<file path="src/rtl/cslvr_pkg.sv">
// Shared types, widths and constants for the CPU soft-limit vote regulator.
// Used by the shared divider and by the top level; depends on nothing else.

package cslvr_pkg;

    // Field widths.
    localparam int TIME_W     = 48;   // timestamps and CPU time in microseconds
    localparam int Q_W        = 16;   // Q8.8 values
    localparam int FRAC_W     = 8;    // fraction bits of a Q8.8 value
    localparam int SF_W       = 17;   // smoothing factor, Q0.16 up to 1.0
    localparam int THR_W      = 5;    // vote threshold
    localparam int CFG_IDX_W  = 3;
    localparam int CFG_DATA_W = 48;

    // Vote window.
    localparam int VOTE_WINDOW = 16;
    localparam int VOTE_IDX_W  = (VOTE_WINDOW > 1) ? $clog2(VOTE_WINDOW) : 1;
    localparam int VOTE_CNT_W  = $clog2(VOTE_WINDOW + 1);
    localparam int VOTE_SUM_W  = VOTE_CNT_W + 1;
    localparam int VOTE_CMP_W  = ((VOTE_SUM_W > THR_W + 1) ? VOTE_SUM_W : THR_W + 1) + 1;

    // Limit scaling coefficients, Q8.8.
    localparam int INCREASE_COEF = 371;
    localparam int DECREASE_COEF = 205;

    // Shared multiplier: a 17 bit operand times a 16 bit operand.
    localparam int MUL_W = SF_W + Q_W;

    // Divider iteration count.
    localparam int DIV_CNT_W = $clog2(Q_W);

    // Smoothing constants.
    localparam logic [SF_W-1:0] SF_ONE     = SF_W'(1) << Q_W;
    localparam logic [MUL_W:0]  ROUND_HALF = (MUL_W + 1)'(1) << (Q_W - 1);

    // Register indexes of the configuration port.
    localparam logic [CFG_IDX_W-1:0] REG_HARD_LIMIT       = 3'd0;
    localparam logic [CFG_IDX_W-1:0] REG_MIN_LIMIT        = 3'd1;
    localparam logic [CFG_IDX_W-1:0] REG_SMOOTHING_FACTOR = 3'd2;
    localparam logic [CFG_IDX_W-1:0] REG_LOWER_BOUND      = 3'd3;
    localparam logic [CFG_IDX_W-1:0] REG_UPPER_BOUND      = 3'd4;
    localparam logic [CFG_IDX_W-1:0] REG_VOTE_THRESHOLD   = 3'd5;
    localparam logic [CFG_IDX_W-1:0] REG_RECLAIM_ENABLE   = 3'd6;
    localparam logic [CFG_IDX_W-1:0] REG_START_TIME       = 3'd7;

    // Register reset values.
    localparam logic [Q_W-1:0]    HARD_LIMIT_RST       = 16'd256;
    localparam logic [Q_W-1:0]    MIN_LIMIT_RST        = 16'd256;
    localparam logic [SF_W-1:0]   SMOOTHING_FACTOR_RST = 17'd6554;
    localparam logic [Q_W-1:0]    LOWER_BOUND_RST      = 16'd128;
    localparam logic [Q_W-1:0]    UPPER_BOUND_RST      = 16'd230;
    localparam logic [THR_W-1:0]  VOTE_THRESHOLD_RST   = 5'd5;
    localparam logic [TIME_W-1:0] START_TIME_RST       = '0;

    // Vote codes as stored in the window.
    typedef enum logic [1:0] {
        VOTE_KEEP = 2'd0,
        VOTE_INC  = 2'd1,
        VOTE_DEC  = 2'd2
    } vote_t;

    // Tick status codes.
    typedef enum logic [1:0] {
        TICK_EVALUATED   = 2'd0,
        TICK_NOT_STARTED = 2'd1,
        TICK_READ_FAILED = 2'd2,
        TICK_PRIMING     = 2'd3
    } tick_status_t;

    // Request to the shared divider: quotient = min((num << 8) / den, 65535).
    typedef struct packed {
        logic              start;
        logic [TIME_W-1:0] num;
        logic [TIME_W-1:0] den;
    } div_req_t;

    typedef struct packed {
        logic           done;
        logic [Q_W-1:0] quotient;
    } div_rsp_t;

endpackage

</file>
<file path="src/rtl/cslvr_div.sv">
// Shared restoring divider of the regulator: saturating Q8.8 quotient of two 48 bit values.
// Depends on cslvr_pkg.

module cslvr_div
    import cslvr_pkg::*;
(
    input  logic     clk,
    input  logic     rst_n,
    input  div_req_t req,
    output div_rsp_t rsp
);

    logic                 run_reg;
    logic                 done_reg;
    logic [DIV_CNT_W-1:0] cnt_reg;
    logic                 sat_reg;
    logic [TIME_W-1:0]    den_reg;
    logic [TIME_W-1:0]    rem_reg;
    logic [Q_W-1:0]       bits_reg;
    logic [Q_W-1:0]       q_reg;

    logic [TIME_W+Q_W-1:0] sat_lhs;
    logic [TIME_W+Q_W-1:0] sat_rhs;
    logic [TIME_W:0]       trial;
    logic [TIME_W:0]       diff;
    logic                  fits;

    // The quotient overflows 16 bits exactly when (num << 8) >= (den << 16).
    // A zero divisor lands here as well.
    assign sat_lhs = {{(Q_W - FRAC_W){1'b0}}, req.num, {FRAC_W{1'b0}}};
    assign sat_rhs = {req.den, {Q_W{1'b0}}};

    // One quotient bit per cycle.
    assign trial = {rem_reg, bits_reg[Q_W-1]};
    assign diff  = trial - {1'b0, den_reg};
    assign fits  = (trial >= {1'b0, den_reg});

    always_ff @(posedge clk or negedge rst_n)
    begin
        if (!rst_n)
        begin
            run_reg  <= 1'b0;
            done_reg <= 1'b0;
            cnt_reg  <= '0;
        end
        else
        begin
            done_reg <= 1'b0;
            if (req.start)
            begin
                run_reg <= 1'b1;
                cnt_reg <= DIV_CNT_W'(Q_W - 1);
            end
            else if (run_reg)
            begin
                cnt_reg <= cnt_reg - 1'b1;
                if (cnt_reg == '0)
                begin
                    run_reg  <= 1'b0;
                    done_reg <= 1'b1;
                end
            end
        end
    end

    always_ff @(posedge clk)
    begin
        if (req.start)
        begin
            sat_reg  <= (sat_lhs >= sat_rhs);
            den_reg  <= req.den;
            rem_reg  <= req.num >> (Q_W - FRAC_W);
            bits_reg <= {req.num[Q_W-FRAC_W-1:0], {FRAC_W{1'b0}}};
            q_reg    <= '0;
        end
        else if (run_reg)
        begin
            rem_reg  <= fits ? diff[TIME_W-1:0] : trial[TIME_W-1:0];
            bits_reg <= {bits_reg[Q_W-2:0], 1'b0};
            q_reg    <= {q_reg[Q_W-2:0], fits};
        end
    end

    assign rsp.done     = done_reg;
    assign rsp.quotient = sat_reg ? {Q_W{1'b1}} : q_reg;

endmodule

</file>
<file path="src/rtl/cpu_soft_limit_vote_regulator_top.sv">
// Top level of the CPU soft-limit vote regulator: sequencer, vote window and shared multiplier.
// Depends on cslvr_pkg and instantiates cslvr_div.

// Each input transfer is one check tick and yields exactly one output transfer. The block
// works on one tick at a time and holds in_stall high until that tick's result has been
// placed in the output register, which then waits for the consumer on its own while the
// next tick is already taken. A tick that is ignored (before start_time or with a failed
// reading) or that only primes the sample registers goes from S_CHECK straight to S_FINISH.
// An evaluated tick uses the shared restoring divider, which makes two 16-step passes per
// tick, one for the usage and one for the usage to soft limit ratio, and the shared 17x16
// multiplier, used in sequence twice for the average and once for the limit scaling (the
// first smoothing seeds the average with hard_limit instead of computing it). A result
// that cannot leave because the previous one is still stalled at the output waits in
// S_FINISH. Both divisions saturate at 65535, which also covers a zero time delta and a
// zero soft limit. Votes go into a window of VOTE_WINDOW entries; once full, a vote sum
// beyond vote_threshold in either direction scales the soft limit (unless reclaim is on
// and the change is refused) and clears the window, otherwise the oldest vote leaves it.
// Configuration is to be written only while no tick is in progress; the block itself
// does not enforce this. A write to hard_limit also reloads the soft limit. No clearing
// pass is needed after reset.

module cpu_soft_limit_vote_regulator_top
    import cslvr_pkg::*;
(
    input  logic                  clk,
    input  logic                  rst_n,

    input  logic                  cfg_we,
    input  logic [CFG_IDX_W-1:0]  cfg_index,
    input  logic [CFG_DATA_W-1:0] cfg_data,

    input  logic                  in_valid,
    output logic                  in_stall,
    input  logic [TIME_W-1:0]     now_time,
    input  logic [TIME_W-1:0]     total_cpu,
    input  logic                  read_ok,
    input  logic                  change_accepted,

    output logic                  out_valid,
    input  logic                  out_stall,
    output logic [Q_W-1:0]        soft_limit,
    output logic [Q_W-1:0]        smoothed_usage,
    output logic                  usage_valid,
    output logic                  limit_changed,
    output logic                  change_refused,
    output logic [1:0]            tick_status
);

    typedef enum logic [3:0] {
        S_IDLE,
        S_CHECK,
        S_DIVU_GO,
        S_DIVU_WAIT,
        S_MUL1,
        S_MUL2,
        S_SUM,
        S_DIVR_GO,
        S_DIVR_WAIT,
        S_DECIDE,
        S_APPLY,
        S_FINISH
    } state_t;

    // Configuration registers.
    logic [Q_W-1:0]    hard_limit_reg;
    logic [Q_W-1:0]    min_limit_reg;
    logic [SF_W-1:0]   smoothing_factor_reg;
    logic [Q_W-1:0]    lower_bound_reg;
    logic [Q_W-1:0]    upper_bound_reg;
    logic [THR_W-1:0]  vote_threshold_reg;
    logic              reclaim_enable_reg;
    logic [TIME_W-1:0] start_time_reg;

    // Control state.
    state_t                         state_reg;
    logic                           started_reg;
    logic                           have_last_reg;
    logic                           smoothed_present_reg;
    logic [Q_W-1:0]                 smoothed_reg;
    logic [Q_W-1:0]                 soft_limit_reg;
    logic [VOTE_IDX_W-1:0]          vote_head_reg;
    logic [VOTE_CNT_W-1:0]          vote_count_reg;
    logic signed [VOTE_SUM_W-1:0]   vote_sum_reg;
    logic                           out_valid_reg;

    // Working registers of one tick.
    logic [TIME_W-1:0]  last_time_reg;
    logic [TIME_W-1:0]  last_cpu_reg;
    logic [TIME_W-1:0]  now_reg;
    logic [TIME_W-1:0]  cpu_reg;
    logic               ok_reg;
    logic               accepted_reg;
    logic [TIME_W-1:0]  dt_reg;
    logic [TIME_W-1:0]  dc_reg;
    logic [Q_W-1:0]     usage_reg;
    logic [MUL_W-1:0]   prod_reg;
    logic [MUL_W-1:0]   acc_reg;
    logic               inc_dir_reg;
    tick_status_t       status_reg;
    logic               changed_reg;
    logic               refused_reg;

    // Output register payload.
    logic [Q_W-1:0]     res_soft_limit_reg;
    logic [Q_W-1:0]     res_smoothed_reg;
    logic               res_usage_valid_reg;
    logic               res_changed_reg;
    logic               res_refused_reg;
    tick_status_t       res_status_reg;

    // Vote window storage; entries are only read after they were written.
    logic [1:0] vote_ring [VOTE_WINDOW];

    localparam logic signed [VOTE_SUM_W-1:0] SUM_ONE = VOTE_SUM_W'(1);

    div_req_t div_req;
    div_rsp_t div_rsp;

    logic                         in_xfer;
    logic                         out_free;
    logic                         start_hit;
    logic [SF_W-1:0]              f_eff;
    logic [SF_W-1:0]              mul_a;
    logic [Q_W-1:0]               mul_b;
    logic [MUL_W:0]               smooth_total;
    vote_t                        new_vote;
    vote_t                        old_vote;
    logic                         window_full;
    logic [VOTE_IDX_W:0]          wr_sum;
    logic [VOTE_IDX_W-1:0]        wr_idx;
    logic                         ring_we;
    logic signed [VOTE_CMP_W-1:0] sum_ext;
    logic signed [VOTE_CMP_W-1:0] thr_ext;
    logic signed [VOTE_CMP_W-1:0] cnt_ext;
    logic                         want_inc;
    logic                         want_dec;
    logic [Q_W-1:0]               low_clamp;
    logic [MUL_W-FRAC_W-1:0]      scaled;
    logic [Q_W-1:0]               proposal;

    assign in_xfer  = in_valid && !in_stall;
    assign in_stall = (state_reg != S_IDLE);
    assign out_free = !out_valid_reg || !out_stall;

    assign start_hit = started_reg || (now_reg >= start_time_reg);

    // A smoothing factor above 1.0 counts as 1.0.
    assign f_eff = smoothing_factor_reg[SF_W-1] ? SF_ONE : smoothing_factor_reg;

    // Operands of the shared multiplier.
    always_comb
    begin
        mul_a = f_eff;
        mul_b = usage_reg;
        unique case (state_reg)
            S_MUL2:
            begin
                mul_a = SF_ONE - f_eff;
                mul_b = smoothed_reg;
            end
            S_DECIDE:
            begin
                mul_a = want_inc ? SF_W'(INCREASE_COEF) : SF_W'(DECREASE_COEF);
                mul_b = soft_limit_reg;
            end
            default:
            begin
                mul_a = f_eff;
                mul_b = usage_reg;
            end
        endcase
    end

    assign smooth_total = {1'b0, acc_reg} + {1'b0, prod_reg} + ROUND_HALF;

    // Divider operands: usage in the first pass, ratio in the second.
    always_comb
    begin
        div_req.start = (state_reg == S_DIVU_GO) || (state_reg == S_DIVR_GO);
        if (state_reg == S_DIVR_GO)
        begin
            div_req.num = TIME_W'(smoothed_reg);
            div_req.den = TIME_W'(soft_limit_reg);
        end
        else
        begin
            div_req.num = dc_reg;
            div_req.den = dt_reg;
        end
    end

    cslvr_div u_div (
        .clk   (clk),
        .rst_n (rst_n),
        .req   (div_req),
        .rsp   (div_rsp)
    );

    // Vote cast by the ratio.
    always_comb
    begin
        if (div_rsp.quotient < lower_bound_reg)
        begin
            new_vote = VOTE_DEC;
        end
        else if (div_rsp.quotient > upper_bound_reg)
        begin
            new_vote = VOTE_INC;
        end
        else
        begin
            new_vote = VOTE_KEEP;
        end
    end

    assign window_full = (vote_count_reg >= VOTE_CNT_W'(VOTE_WINDOW));

    // The write slot follows the oldest entry by the fill count, modulo the window.
    assign wr_sum  = (VOTE_IDX_W + 1)'(vote_head_reg) + (VOTE_IDX_W + 1)'(vote_count_reg);
    assign wr_idx  = (wr_sum >= (VOTE_IDX_W + 1)'(VOTE_WINDOW))
                   ? VOTE_IDX_W'(wr_sum - (VOTE_IDX_W + 1)'(VOTE_WINDOW))
                   : VOTE_IDX_W'(wr_sum);
    assign ring_we = (state_reg == S_DIVR_WAIT) && div_rsp.done && !window_full;

    always_comb
    begin
        unique case (vote_ring[vote_head_reg])
            VOTE_INC:  old_vote = VOTE_INC;
            VOTE_DEC:  old_vote = VOTE_DEC;
            default:   old_vote = VOTE_KEEP;
        endcase
    end

    assign sum_ext  = VOTE_CMP_W'(vote_sum_reg);
    assign thr_ext  = VOTE_CMP_W'(vote_threshold_reg);
    assign cnt_ext  = VOTE_CMP_W'(vote_count_reg);
    assign want_inc = (sum_ext > thr_ext);
    assign want_dec = (sum_ext < -thr_ext);

    // Scaled limit and its clamp; the lower clamp never exceeds hard_limit.
    assign low_clamp = (min_limit_reg < hard_limit_reg) ? min_limit_reg : hard_limit_reg;
    assign scaled    = prod_reg[MUL_W-1:FRAC_W];

    always_comb
    begin
        if (inc_dir_reg)
        begin
            proposal = (scaled > (MUL_W - FRAC_W)'(hard_limit_reg))
                     ? hard_limit_reg : scaled[Q_W-1:0];
        end
        else
        begin
            proposal = (scaled < (MUL_W - FRAC_W)'(low_clamp))
                     ? low_clamp : scaled[Q_W-1:0];
        end
    end

    // Sequencer, configuration registers and all control state.
    always_ff @(posedge clk or negedge rst_n)
    begin
        if (!rst_n)
        begin
            hard_limit_reg       <= HARD_LIMIT_RST;
            min_limit_reg        <= MIN_LIMIT_RST;
            smoothing_factor_reg <= SMOOTHING_FACTOR_RST;
            lower_bound_reg      <= LOWER_BOUND_RST;
            upper_bound_reg      <= UPPER_BOUND_RST;
            vote_threshold_reg   <= VOTE_THRESHOLD_RST;
            reclaim_enable_reg   <= 1'b0;
            start_time_reg       <= START_TIME_RST;
            state_reg            <= S_IDLE;
            started_reg          <= 1'b0;
            have_last_reg        <= 1'b0;
            last_time_reg        <= '0;
            last_cpu_reg         <= '0;
            smoothed_present_reg <= 1'b0;
            smoothed_reg         <= '0;
            soft_limit_reg       <= HARD_LIMIT_RST;
            vote_head_reg        <= '0;
            vote_count_reg       <= '0;
            vote_sum_reg         <= '0;
            out_valid_reg        <= 1'b0;
        end
        else
        begin
            if (cfg_we)
            begin
                unique case (cfg_index)
                    REG_HARD_LIMIT:
                    begin
                        hard_limit_reg <= cfg_data[Q_W-1:0];
                        soft_limit_reg <= cfg_data[Q_W-1:0];
                    end
                    REG_MIN_LIMIT:        min_limit_reg        <= cfg_data[Q_W-1:0];
                    REG_SMOOTHING_FACTOR: smoothing_factor_reg <= cfg_data[SF_W-1:0];
                    REG_LOWER_BOUND:      lower_bound_reg      <= cfg_data[Q_W-1:0];
                    REG_UPPER_BOUND:      upper_bound_reg      <= cfg_data[Q_W-1:0];
                    REG_VOTE_THRESHOLD:   vote_threshold_reg   <= cfg_data[THR_W-1:0];
                    REG_RECLAIM_ENABLE:   reclaim_enable_reg   <= cfg_data[0];
                    REG_START_TIME:       start_time_reg       <= cfg_data[TIME_W-1:0];
                    default:
                    begin
                    end
                endcase
            end

            if (state_reg == S_FINISH && out_free)
            begin
                out_valid_reg <= 1'b1;
            end
            else if (out_valid_reg && !out_stall)
            begin
                out_valid_reg <= 1'b0;
            end

            unique case (state_reg)
                S_IDLE:
                begin
                    if (in_xfer)
                    begin
                        state_reg <= S_CHECK;
                    end
                end

                S_CHECK:
                begin
                    started_reg <= start_hit;
                    if (!start_hit || !ok_reg)
                    begin
                        state_reg <= S_FINISH;
                    end
                    else if (!have_last_reg)
                    begin
                        have_last_reg <= 1'b1;
                        last_time_reg <= now_reg;
                        last_cpu_reg  <= cpu_reg;
                        state_reg     <= S_FINISH;
                    end
                    else
                    begin
                        last_time_reg <= now_reg;
                        last_cpu_reg  <= cpu_reg;
                        state_reg     <= S_DIVU_GO;
                    end
                end

                S_DIVU_GO:
                begin
                    state_reg <= S_DIVU_WAIT;
                end

                S_DIVU_WAIT:
                begin
                    if (div_rsp.done)
                    begin
                        if (smoothed_present_reg)
                        begin
                            state_reg <= S_MUL1;
                        end
                        else
                        begin
                            // The first average starts from the hard limit.
                            smoothed_reg         <= hard_limit_reg;
                            smoothed_present_reg <= 1'b1;
                            state_reg            <= S_DIVR_GO;
                        end
                    end
                end

                S_MUL1:
                begin
                    state_reg <= S_MUL2;
                end

                S_MUL2:
                begin
                    state_reg <= S_SUM;
                end

                S_SUM:
                begin
                    smoothed_reg <= smooth_total[2*Q_W-1:Q_W];
                    state_reg    <= S_DIVR_GO;
                end

                S_DIVR_GO:
                begin
                    state_reg <= S_DIVR_WAIT;
                end

                S_DIVR_WAIT:
                begin
                    if (div_rsp.done)
                    begin
                        if (!window_full)
                        begin
                            vote_count_reg <= vote_count_reg + 1'b1;
                            if (new_vote == VOTE_INC)
                            begin
                                vote_sum_reg <= vote_sum_reg + SUM_ONE;
                            end
                            else if (new_vote == VOTE_DEC)
                            begin
                                vote_sum_reg <= vote_sum_reg - SUM_ONE;
                            end
                        end
                        state_reg <= S_DECIDE;
                    end
                end

                S_DECIDE:
                begin
                    if (!window_full)
                    begin
                        state_reg <= S_FINISH;
                    end
                    else if (want_inc || want_dec)
                    begin
                        state_reg <= S_APPLY;
                    end
                    else
                    begin
                        // No decision: the oldest vote leaves the window.
                        if (old_vote == VOTE_INC)
                        begin
                            vote_sum_reg <= vote_sum_reg - SUM_ONE;
                        end
                        else if (old_vote == VOTE_DEC)
                        begin
                            vote_sum_reg <= vote_sum_reg + SUM_ONE;
                        end
                        vote_head_reg  <= (vote_head_reg == VOTE_IDX_W'(VOTE_WINDOW - 1))
                                        ? '0 : vote_head_reg + 1'b1;
                        vote_count_reg <= vote_count_reg - 1'b1;
                        state_reg      <= S_FINISH;
                    end
                end

                S_APPLY:
                begin
                    // A decision always clears the window, even when it is refused.
                    vote_head_reg  <= '0;
                    vote_count_reg <= '0;
                    vote_sum_reg   <= '0;
                    if (proposal != soft_limit_reg && (!reclaim_enable_reg || accepted_reg))
                    begin
                        soft_limit_reg <= proposal;
                    end
                    state_reg <= S_FINISH;
                end

                S_FINISH:
                begin
                    if (out_free)
                    begin
                        state_reg <= S_IDLE;
                    end
                end

                default:
                begin
                    state_reg <= S_IDLE;
                end
            endcase
        end
    end

    // Per-tick working registers and the output payload.
    always_ff @(posedge clk)
    begin
        if (in_xfer)
        begin
            now_reg      <= now_time;
            cpu_reg      <= total_cpu;
            ok_reg       <= read_ok;
            accepted_reg <= change_accepted;
        end

        unique case (state_reg)
            S_CHECK:
            begin
                dt_reg      <= now_reg - last_time_reg;
                dc_reg      <= cpu_reg - last_cpu_reg;
                changed_reg <= 1'b0;
                refused_reg <= 1'b0;
                if (!start_hit)
                begin
                    status_reg <= TICK_NOT_STARTED;
                end
                else if (!ok_reg)
                begin
                    status_reg <= TICK_READ_FAILED;
                end
                else if (!have_last_reg)
                begin
                    status_reg <= TICK_PRIMING;
                end
                else
                begin
                    status_reg <= TICK_EVALUATED;
                end
            end
            S_DIVU_WAIT:
            begin
                if (div_rsp.done)
                begin
                    usage_reg <= div_rsp.quotient;
                end
            end
            S_MUL1:
            begin
                prod_reg <= mul_a * mul_b;
            end
            S_MUL2:
            begin
                acc_reg  <= prod_reg;
                prod_reg <= mul_a * mul_b;
            end
            S_DECIDE:
            begin
                inc_dir_reg <= want_inc;
                prod_reg    <= mul_a * mul_b;
            end
            S_APPLY:
            begin
                if (proposal != soft_limit_reg)
                begin
                    changed_reg <= !reclaim_enable_reg || accepted_reg;
                    refused_reg <= reclaim_enable_reg && !accepted_reg;
                end
            end
            S_FINISH:
            begin
                if (out_free)
                begin
                    res_soft_limit_reg  <= soft_limit_reg;
                    res_smoothed_reg    <= smoothed_present_reg ? smoothed_reg : '0;
                    res_usage_valid_reg <= smoothed_present_reg;
                    res_changed_reg     <= changed_reg;
                    res_refused_reg     <= refused_reg;
                    res_status_reg      <= status_reg;
                end
            end
            default:
            begin
            end
        endcase
    end

    always_ff @(posedge clk)
    begin
        if (ring_we)
        begin
            vote_ring[wr_idx] <= new_vote;
        end
    end

    assign out_valid      = out_valid_reg;
    assign soft_limit     = res_soft_limit_reg;
    assign smoothed_usage = res_smoothed_reg;
    assign usage_valid    = res_usage_valid_reg;
    assign limit_changed  = res_changed_reg;
    assign change_refused = res_refused_reg;
    assign tick_status    = res_status_reg;

    // Between ticks the window is never left full.
    assert property (@(posedge clk) disable iff (!rst_n)
        (state_reg == S_IDLE) |-> (vote_count_reg < VOTE_CNT_W'(VOTE_WINDOW)))
        else $error("vote window left full between ticks");

    // The vote sum can never exceed the number of votes held, in either direction.
    assert property (@(posedge clk) disable iff (!rst_n)
        (sum_ext <= cnt_ext) && (sum_ext >= -cnt_ext))
        else $error("vote sum out of range of the vote count");

    // A tick cannot both change the limit and report a refusal.
    assert property (@(posedge clk) disable iff (!rst_n)
        out_valid |-> !(limit_changed && change_refused))
        else $error("limit change and refusal reported together");

    // Without a smoothed value the reported usage is zero.
    assert property (@(posedge clk) disable iff (!rst_n)
        (out_valid && !usage_valid) |-> (smoothed_usage == '0))
        else $error("usage reported without a smoothed value");

    // A divider result only arrives while the sequencer waits for one.
    assert property (@(posedge clk) disable iff (!rst_n)
        div_rsp.done |-> ((state_reg == S_DIVU_WAIT) || (state_reg == S_DIVR_WAIT)))
        else $error("divider result outside a wait state");

endmodule

</file>
<file path="config.mk">
export PLATFORM = sky130hd
export DESIGN_NAME = cpu_soft_limit_vote_regulator_top
export DESIGN_NICKNAME = d
export VERILOG_FILES = /design/src/rtl/cslvr_pkg.sv /design/src/rtl/cslvr_div.sv /design/src/rtl/cpu_soft_limit_vote_regulator_top.sv
export SDC_FILE = /design/constraint.sdc
export NUM_CORES = 2
export LEC_CHECK = 0
export ABC_AREA = 1
export CAP_MARGIN = 20
export CORE_UTILIZATION = 45
export DETAILED_ROUTE_END_ITERATION = 16
export DONT_BUFFER_PORTS = 1
export SYNTH_ARGS = -nofsm -noshare
export SYNTH_HDL_FRONTEND = slang
export SYNTH_SLANG_ARGS = --single-unit
</file>
<file path="constraint.sdc">
create_clock -name clk -period 11.1 [get_ports clk]
set_input_delay 2.22 -clock clk [delete_from_list [all_inputs] [get_ports clk]]
set_output_delay 2.22 -clock clk [all_outputs]
set_load 0.05 [all_outputs]
</file>
After elaboration in Yosys (flattened, before gate mapping). Memory sizes are Yosys's and may differ from the RTL's. Index checks and enable logic that the tools add are counted.

Flip-flop bits (word level): 730. Bits in latches: 0. Bits in writable memories: 32. Bits in read-only memories: 0. Output and inout bits: 39. Memories kept: 1.

Memories: vote_ring (depth 16, width 2, rd ports 1, clocked after Yosys merged registers in 0, wr ports 1, RTL line cpu_soft_limit_vote_regulator_top.sv:112) `logic [1:0] vote_ring [VOTE_WINDOW];`.

Add/subtract/negate cells: 15. $mul: 1. Divide/modulo/power cells: 0. Magnitude comparators: 12. Equality and inequality tests: 37. Shift-type cells: 0. Muxes and demuxes: 72. Bitwise gates (word level): 1. Reduce and logical (&&, ||, !) cells: 49.

Operators with widths (count): 16-bit 2-to-1 mux (13); 48-bit subtractor (3); 96-bit 2-to-1 mux (1); 40-bit 2-to-1 mux (2); 56-bit by 64-bit >= comparator with 1-bit output (1); 16-bit one-hot mux with 2 select lines (2); 49-bit by 48-bit >= comparator with 1-bit output (1); 48-bit >= comparator (1); 4-bit 2-to-1 mux (12); 48-bit 2-to-1 mux (1); 6-bit 2-to-1 mux (8); 4-bit one-hot mux with 12 select lines (1); 17-bit one-hot mux with 2 select lines (1); 17-bit by 16-bit multiplier with 33-bit output (1); 32-bit by 16-bit adder with 32-bit output, second input constant (1); 32-bit adder (1); 16-bit less-than comparator (2); 25-bit by 16-bit greater-than comparator with 1-bit output (1); 25-bit by 16-bit less-than comparator with 1-bit output (1); 2-bit AND reduction (12); 4-bit equality test, second input constant (5); 5-bit 2-to-1 mux (4); 6-bit one-hot mux with 3 select lines (1); 17-bit 2-to-1 mux (1); other kinds (47) (110).

Depth between registers and ports, before layout.
Depth after elaboration: 10. Gate-level depth with buffers: 43. Gate-level depth less buffers: 42.

By module. Synthesis repeated with hierarchy kept, for this count alone.

Cell total of the unflattened synthesis: 6500. Area, all modules: 54368.4 µm².

Modules (own cells, without submodules): cpu_soft_limit_vote_regulator_top (instances 1, cells each 5071, area an instance 44272.5 µm²); cslvr_div (instances 1, cells each 1429, area an instance 10095.9 µm²).

Worst setup path before layout. No wires, ideal clock.

Path kind: reg-to-reg. From: register state_reg[1]. To: register prod_reg[29] (data pin). Setup time: 262 ps. Arrival time: 7720 ps. Data required time: 10838 ps. Setup slack: 3118 ps. Cell stages (with the launch flop): 28. Buffers on the path: 2. Period minus slack after synthesis: 7982 ps. Path through: dfrtp_1 nor2_1 inv_1 nor2_1 clkbuf_1 o211ai_1 nand2_1 clkbuf_1 nand2_1 fa_1 fa_1 fa_1 inv_1 fa_1 fa_1 inv_1 fa_1 inv_1 ha_1 a21oi_1 a21boi_0 o21ai_1 a21boi_0 o21bai_1 a21oi_1 o21ai_1 a21oi_1 xor2_1.

Longest elaborated chain between the ends: 3. Elaborated cells between the ends (all ways): 5.

RTL lines: from (decl) (RTL line cpu_soft_limit_vote_regulator_top.sv:75) `state_t state_reg;`; from (signal assigned) (RTL line cpu_soft_limit_vote_regulator_top.sv:271) `state_reg <= S_IDLE;`; from (signal assigned) (RTL line cpu_soft_limit_vote_regulator_top.sv:321) `state_reg <= S_CHECK;`; from (signal assigned) (RTL line cpu_soft_limit_vote_regulator_top.sv:330) `state_reg <= S_FINISH;`; 4-bit equality test / 4-bit by 3-bit equality test with 1-bit output (equally long branches) (RTL line cpu_soft_limit_vote_regulator_top.sv:155, cpu_soft_limit_vote_regulator_top.sv:479); 17-bit one-hot mux with 2 select lines / 16-bit one-hot mux with 2 select lines (equally long branches) (RTL line cpu_soft_limit_vote_regulator_top.sv:155) `unique case (state_reg)`; 17-bit by 16-bit multiplier with 33-bit output * (RTL line cpu_soft_limit_vote_regulator_top.sv:512, cpu_soft_limit_vote_regulator_top.sv:517, cpu_soft_limit_vote_regulator_top.sv:522); to (signal assigned) (RTL line cpu_soft_limit_vote_regulator_top.sv:512) `prod_reg <= mul_a * mul_b;`; to (signal assigned) (RTL line cpu_soft_limit_vote_regulator_top.sv:517) `prod_reg <= mul_a * mul_b;`; to (signal assigned) (RTL line cpu_soft_limit_vote_regulator_top.sv:522) `prod_reg <= mul_a * mul_b;`; to (decl) (RTL line cpu_soft_limit_vote_regulator_top.sv:96) `logic [MUL_W-1:0] prod_reg;`.

Every way passes the cells marked *; elsewhere a longest branch is shown, timed or not. A chain may end at the register's enable or synchronous reset.

Worst setup path after layout. Same ends and word-level chain as after synthesis.

==> impl_results.md <==
- Status: complete, but fails checks
- Failing checks: slew limit
- Die Y: approximately 350 um
- Worst-path clk slew: 0.06 ns
- FFs w/ async S/R, synth: 38.3%
- DR vias: about 42,000
- Slew @ Worst Pin: between 1.5 and 2 ns
- Final setup violation count: 0
- Initial antenna violation count: 8
- Skew-Pair Late Insertion Delay: 0.69 ns
- Worst EP required: 11.51 ns
- Hold Crit Class: flop to flop
- Dpl ws: about 2.2 ns
- First-pass iteration count of the detailed router: 6
- Critical path's largest stage delay: 0.74 ns
- Final Worst Setup Slack: 2.14 ns
- Final Hold Violating Endpoints: 0
- Post-synthesis cell count: 6,199
- Gates resized, CTS repair: 0
- Placed insts: 7,607
- Hold Crit Endpoint: change_refused
- Drt total wl: 154,000 um
- # H-tree levels: 3
- WHS Path Cells: 0
- Post-synthesis compound-gate area fraction: 12.9%
- NumNets Final: 7,036
- Crit-path max FO: 24
- Synth unique cells: 60
- Core ar.: 0.117 sq mm
- IO Count: between 150 and 200
- Via/cell ratio: 5.38
- Synth warn: 0
- Reg2Reg Setup Slack: 2.14 ns
- Setup TNS: 0 ns
- Mapped cell area: 0.0533 sq mm
- Final Max Slew Viols: 83
- Dominant synthesized flop cell: edfxtp_1
- Sequential cell area: 0.0212 sq mm
- Area of the multi-input gates: approximately 0.028 sq mm
- Share of layout cells above drive strength 1: a little over 4%
- Simple-gate share of the synthesized area: 15.9%
- Worst path slowest cell: inv_1
- CP startpoint kind: flop
- Worst Setup Path Type: flop to flop
- EDFF count, synth: between 400 and 500
- CTS sink cnt: approximately 760
- Cell family with most CP delay: adder cells
- # Post-CTS Setup Buffers: 0
- Vias in the first global route: 41,405
- # Max-Cap Violations: 0
- First DRT Iteration DRCs: approximately 3,200
- Leak pwr: 26.5 nW
- Port bufs: 0
- Final ANT Viol Nets: 0
- Starting density of the core: 45.6%
- Final period util: about four fifths
- CTS hold repair buffers: 0
- Post-Synth Adder-Cell Area: 19.6%
- Die W: 346 um
- R2R depth: 28
- Grt total ovfl: 0
- Largest net degree at the start of global routing: a little under 300
- RSZ-0062 raised after global routing: no
- Yosys reg bits: 762
- Residual DRC: 0
- CTS root buf: clkbuf_16
- Filler cells: 11,123
- Reg2reg start: state_reg[1]
- Clock Skew: 0.0281 ns
- Crit path time final: around 9 ns
- Worst Path Arrival: between 9 and 10 ns
- Synth Area in XOR/XNOR: 3.07%
- Global-route wire length before repair: 240,000 um
- Final Power: 12.0 mW
- FMAX: 112 MHz
- Post-synthesis area per instance: 8.60 sq um
- Max VDD drop: between 0.0003 and 0.0004 V
- Largest family of logic cells by synthesized area: adder cells
- GRT Util Overall: 25.8%
- Syn Nets: between 7,000 and 8,000
- DIE AREA: 0.120 sq mm
- CP Buf/Inv Count: 6
- CTS Buf Count: between 80 and 90
- Hold Startpoint: refused_reg
- Rel. slew slack: -5.05%
- Register area share after synthesis: 39.8%
- RePlAce Congestion: roughly 1
- Area added between synthesis and finish: 8.40%
- CTS max path bufs: 3
- WL/cell: 19.9 um
- CTS tree: done
- Hpwl dp: 122,000 um
- Pwr dens: just over 200 mW/mm^2
- Critical Path Start: state_reg[1]
- Post-synthesis mux area share: less than 1%
- CP Capture Type: flop
- Fin cells: roughly 7,800
- Std cell rows: 125
- RR Endpoint: prod_reg[29]
[cells in the final DEF, fill, tap and decap left out, types with 85 or more instances in the layout]
cell       netlist  layout
xnor2_1         85      85
dfrtp_1        274     274
edfxtp_1       446     446
inv_1         1050    1048
nand3_1        215     213
ha_1           496     496
clkbuf_16        0      88
xor2_1         102     102
nor2_1         560     556
o21ai_0        460     459
fa_1           213     213
nand2_1       1139    1139
a21oi_1        498     497
[through the flow]
| stage | area, sq um | hold WS [ns] | utilization [%] |
|---|---|---|---|
| floorplan | 53300 | 0.400 | - |
| global placement | 54900 | 0.406 | 47.0 |
| detailed placement | 54900 | 0.412 | 47.0 |
| CTS | 57800 | 0.425 | 49.4 |
| global route | 57800 | 0.430 | 49.5 |
| finish | 57800 | 0.422 | 49.5 |
[worst max path at each step]
stage | to | cells after the start
global route | prod_reg[29] | 30
global placement | prod_reg[29] | 28
finish | prod_reg[29] | 28
detailed placement | prod_reg[29] | 28
CTS | prod_reg[29] | 28
floorplan | prod_reg[29] | 27
[power breakdown]
| part | switching, mW | leakage (nW) | total [mW] | internal (mW) |
|---|---|---|---|---|
| sequential | 0.0895 | 7.85 | 3.44 | 3.36 |
| clock | 1.23 | 1.38 | 2.87 | 1.65 |
| combinational | 3.66 | 17.2 | 5.68 | 2.03 |
| total | 4.97 | 26.5 | 12.0 | 7.03 |
[cell usage after synthesis (all sizes together) (42+ instances only)]
library cell / instances / area share, %
nand2: 1146 / 8.1
inv: 1055 / 7.4
nor2: 565 / 4.0
a21oi: 500 / 4.7
ha: 496 / 12
o21ai: 483 / 4.5
edfxtp: 446 / 25
dfrtp: 274 / 13
nand3: 215 / 2.0
fa: 213 / 8.0
clkbuf: 114 / 0.80
xor2: 102 / 1.7
xnor2: 85 / 1.4
a31oi: 55 / 0.65
o22ai: 44 / 0.53
nand4: 42 / 0.50
[cell families (layout without fill, tap and decap cells)]
kind of cell,count (synthesis),after routing
other,0,2
XOR/XNOR,187,187
AO/OA/AOI/OAI,1247,1247
adder cells (fa/ha/maj),709,709
flip-flops,762,762
buffers and inverters,1214,1261
AND/OR/NAND/NOR,2078,2078
multiplexers,2,2
[area by class of cell]
class / instances / share of cell area (%)
Clock buffer: 116 / 4.08
Multi-Input combinational cell: 4223 / 47.7
Tap cell: 1524 / 3.30
Antenna cell: 2 / 0.00866
Inverter: 1066 / 6.93
Timing Repair Buffer: 33 / 0.463
Sequential cell: 762 / 36.7
Clock inverter: 46 / 0.808
[metal layers]
layer / vias up / routed length, um / GRT usage (%)
met5: - / 28 / 0
met4: 4 / 5960 / 9.01
met3: 250 / 8450 / 3.71
met2: 1136 / 73400 / 43.7
met1: 20040 / 66500 / 33.6
li1: 20405 / - / -
Power figures use the tool's default switching activity.
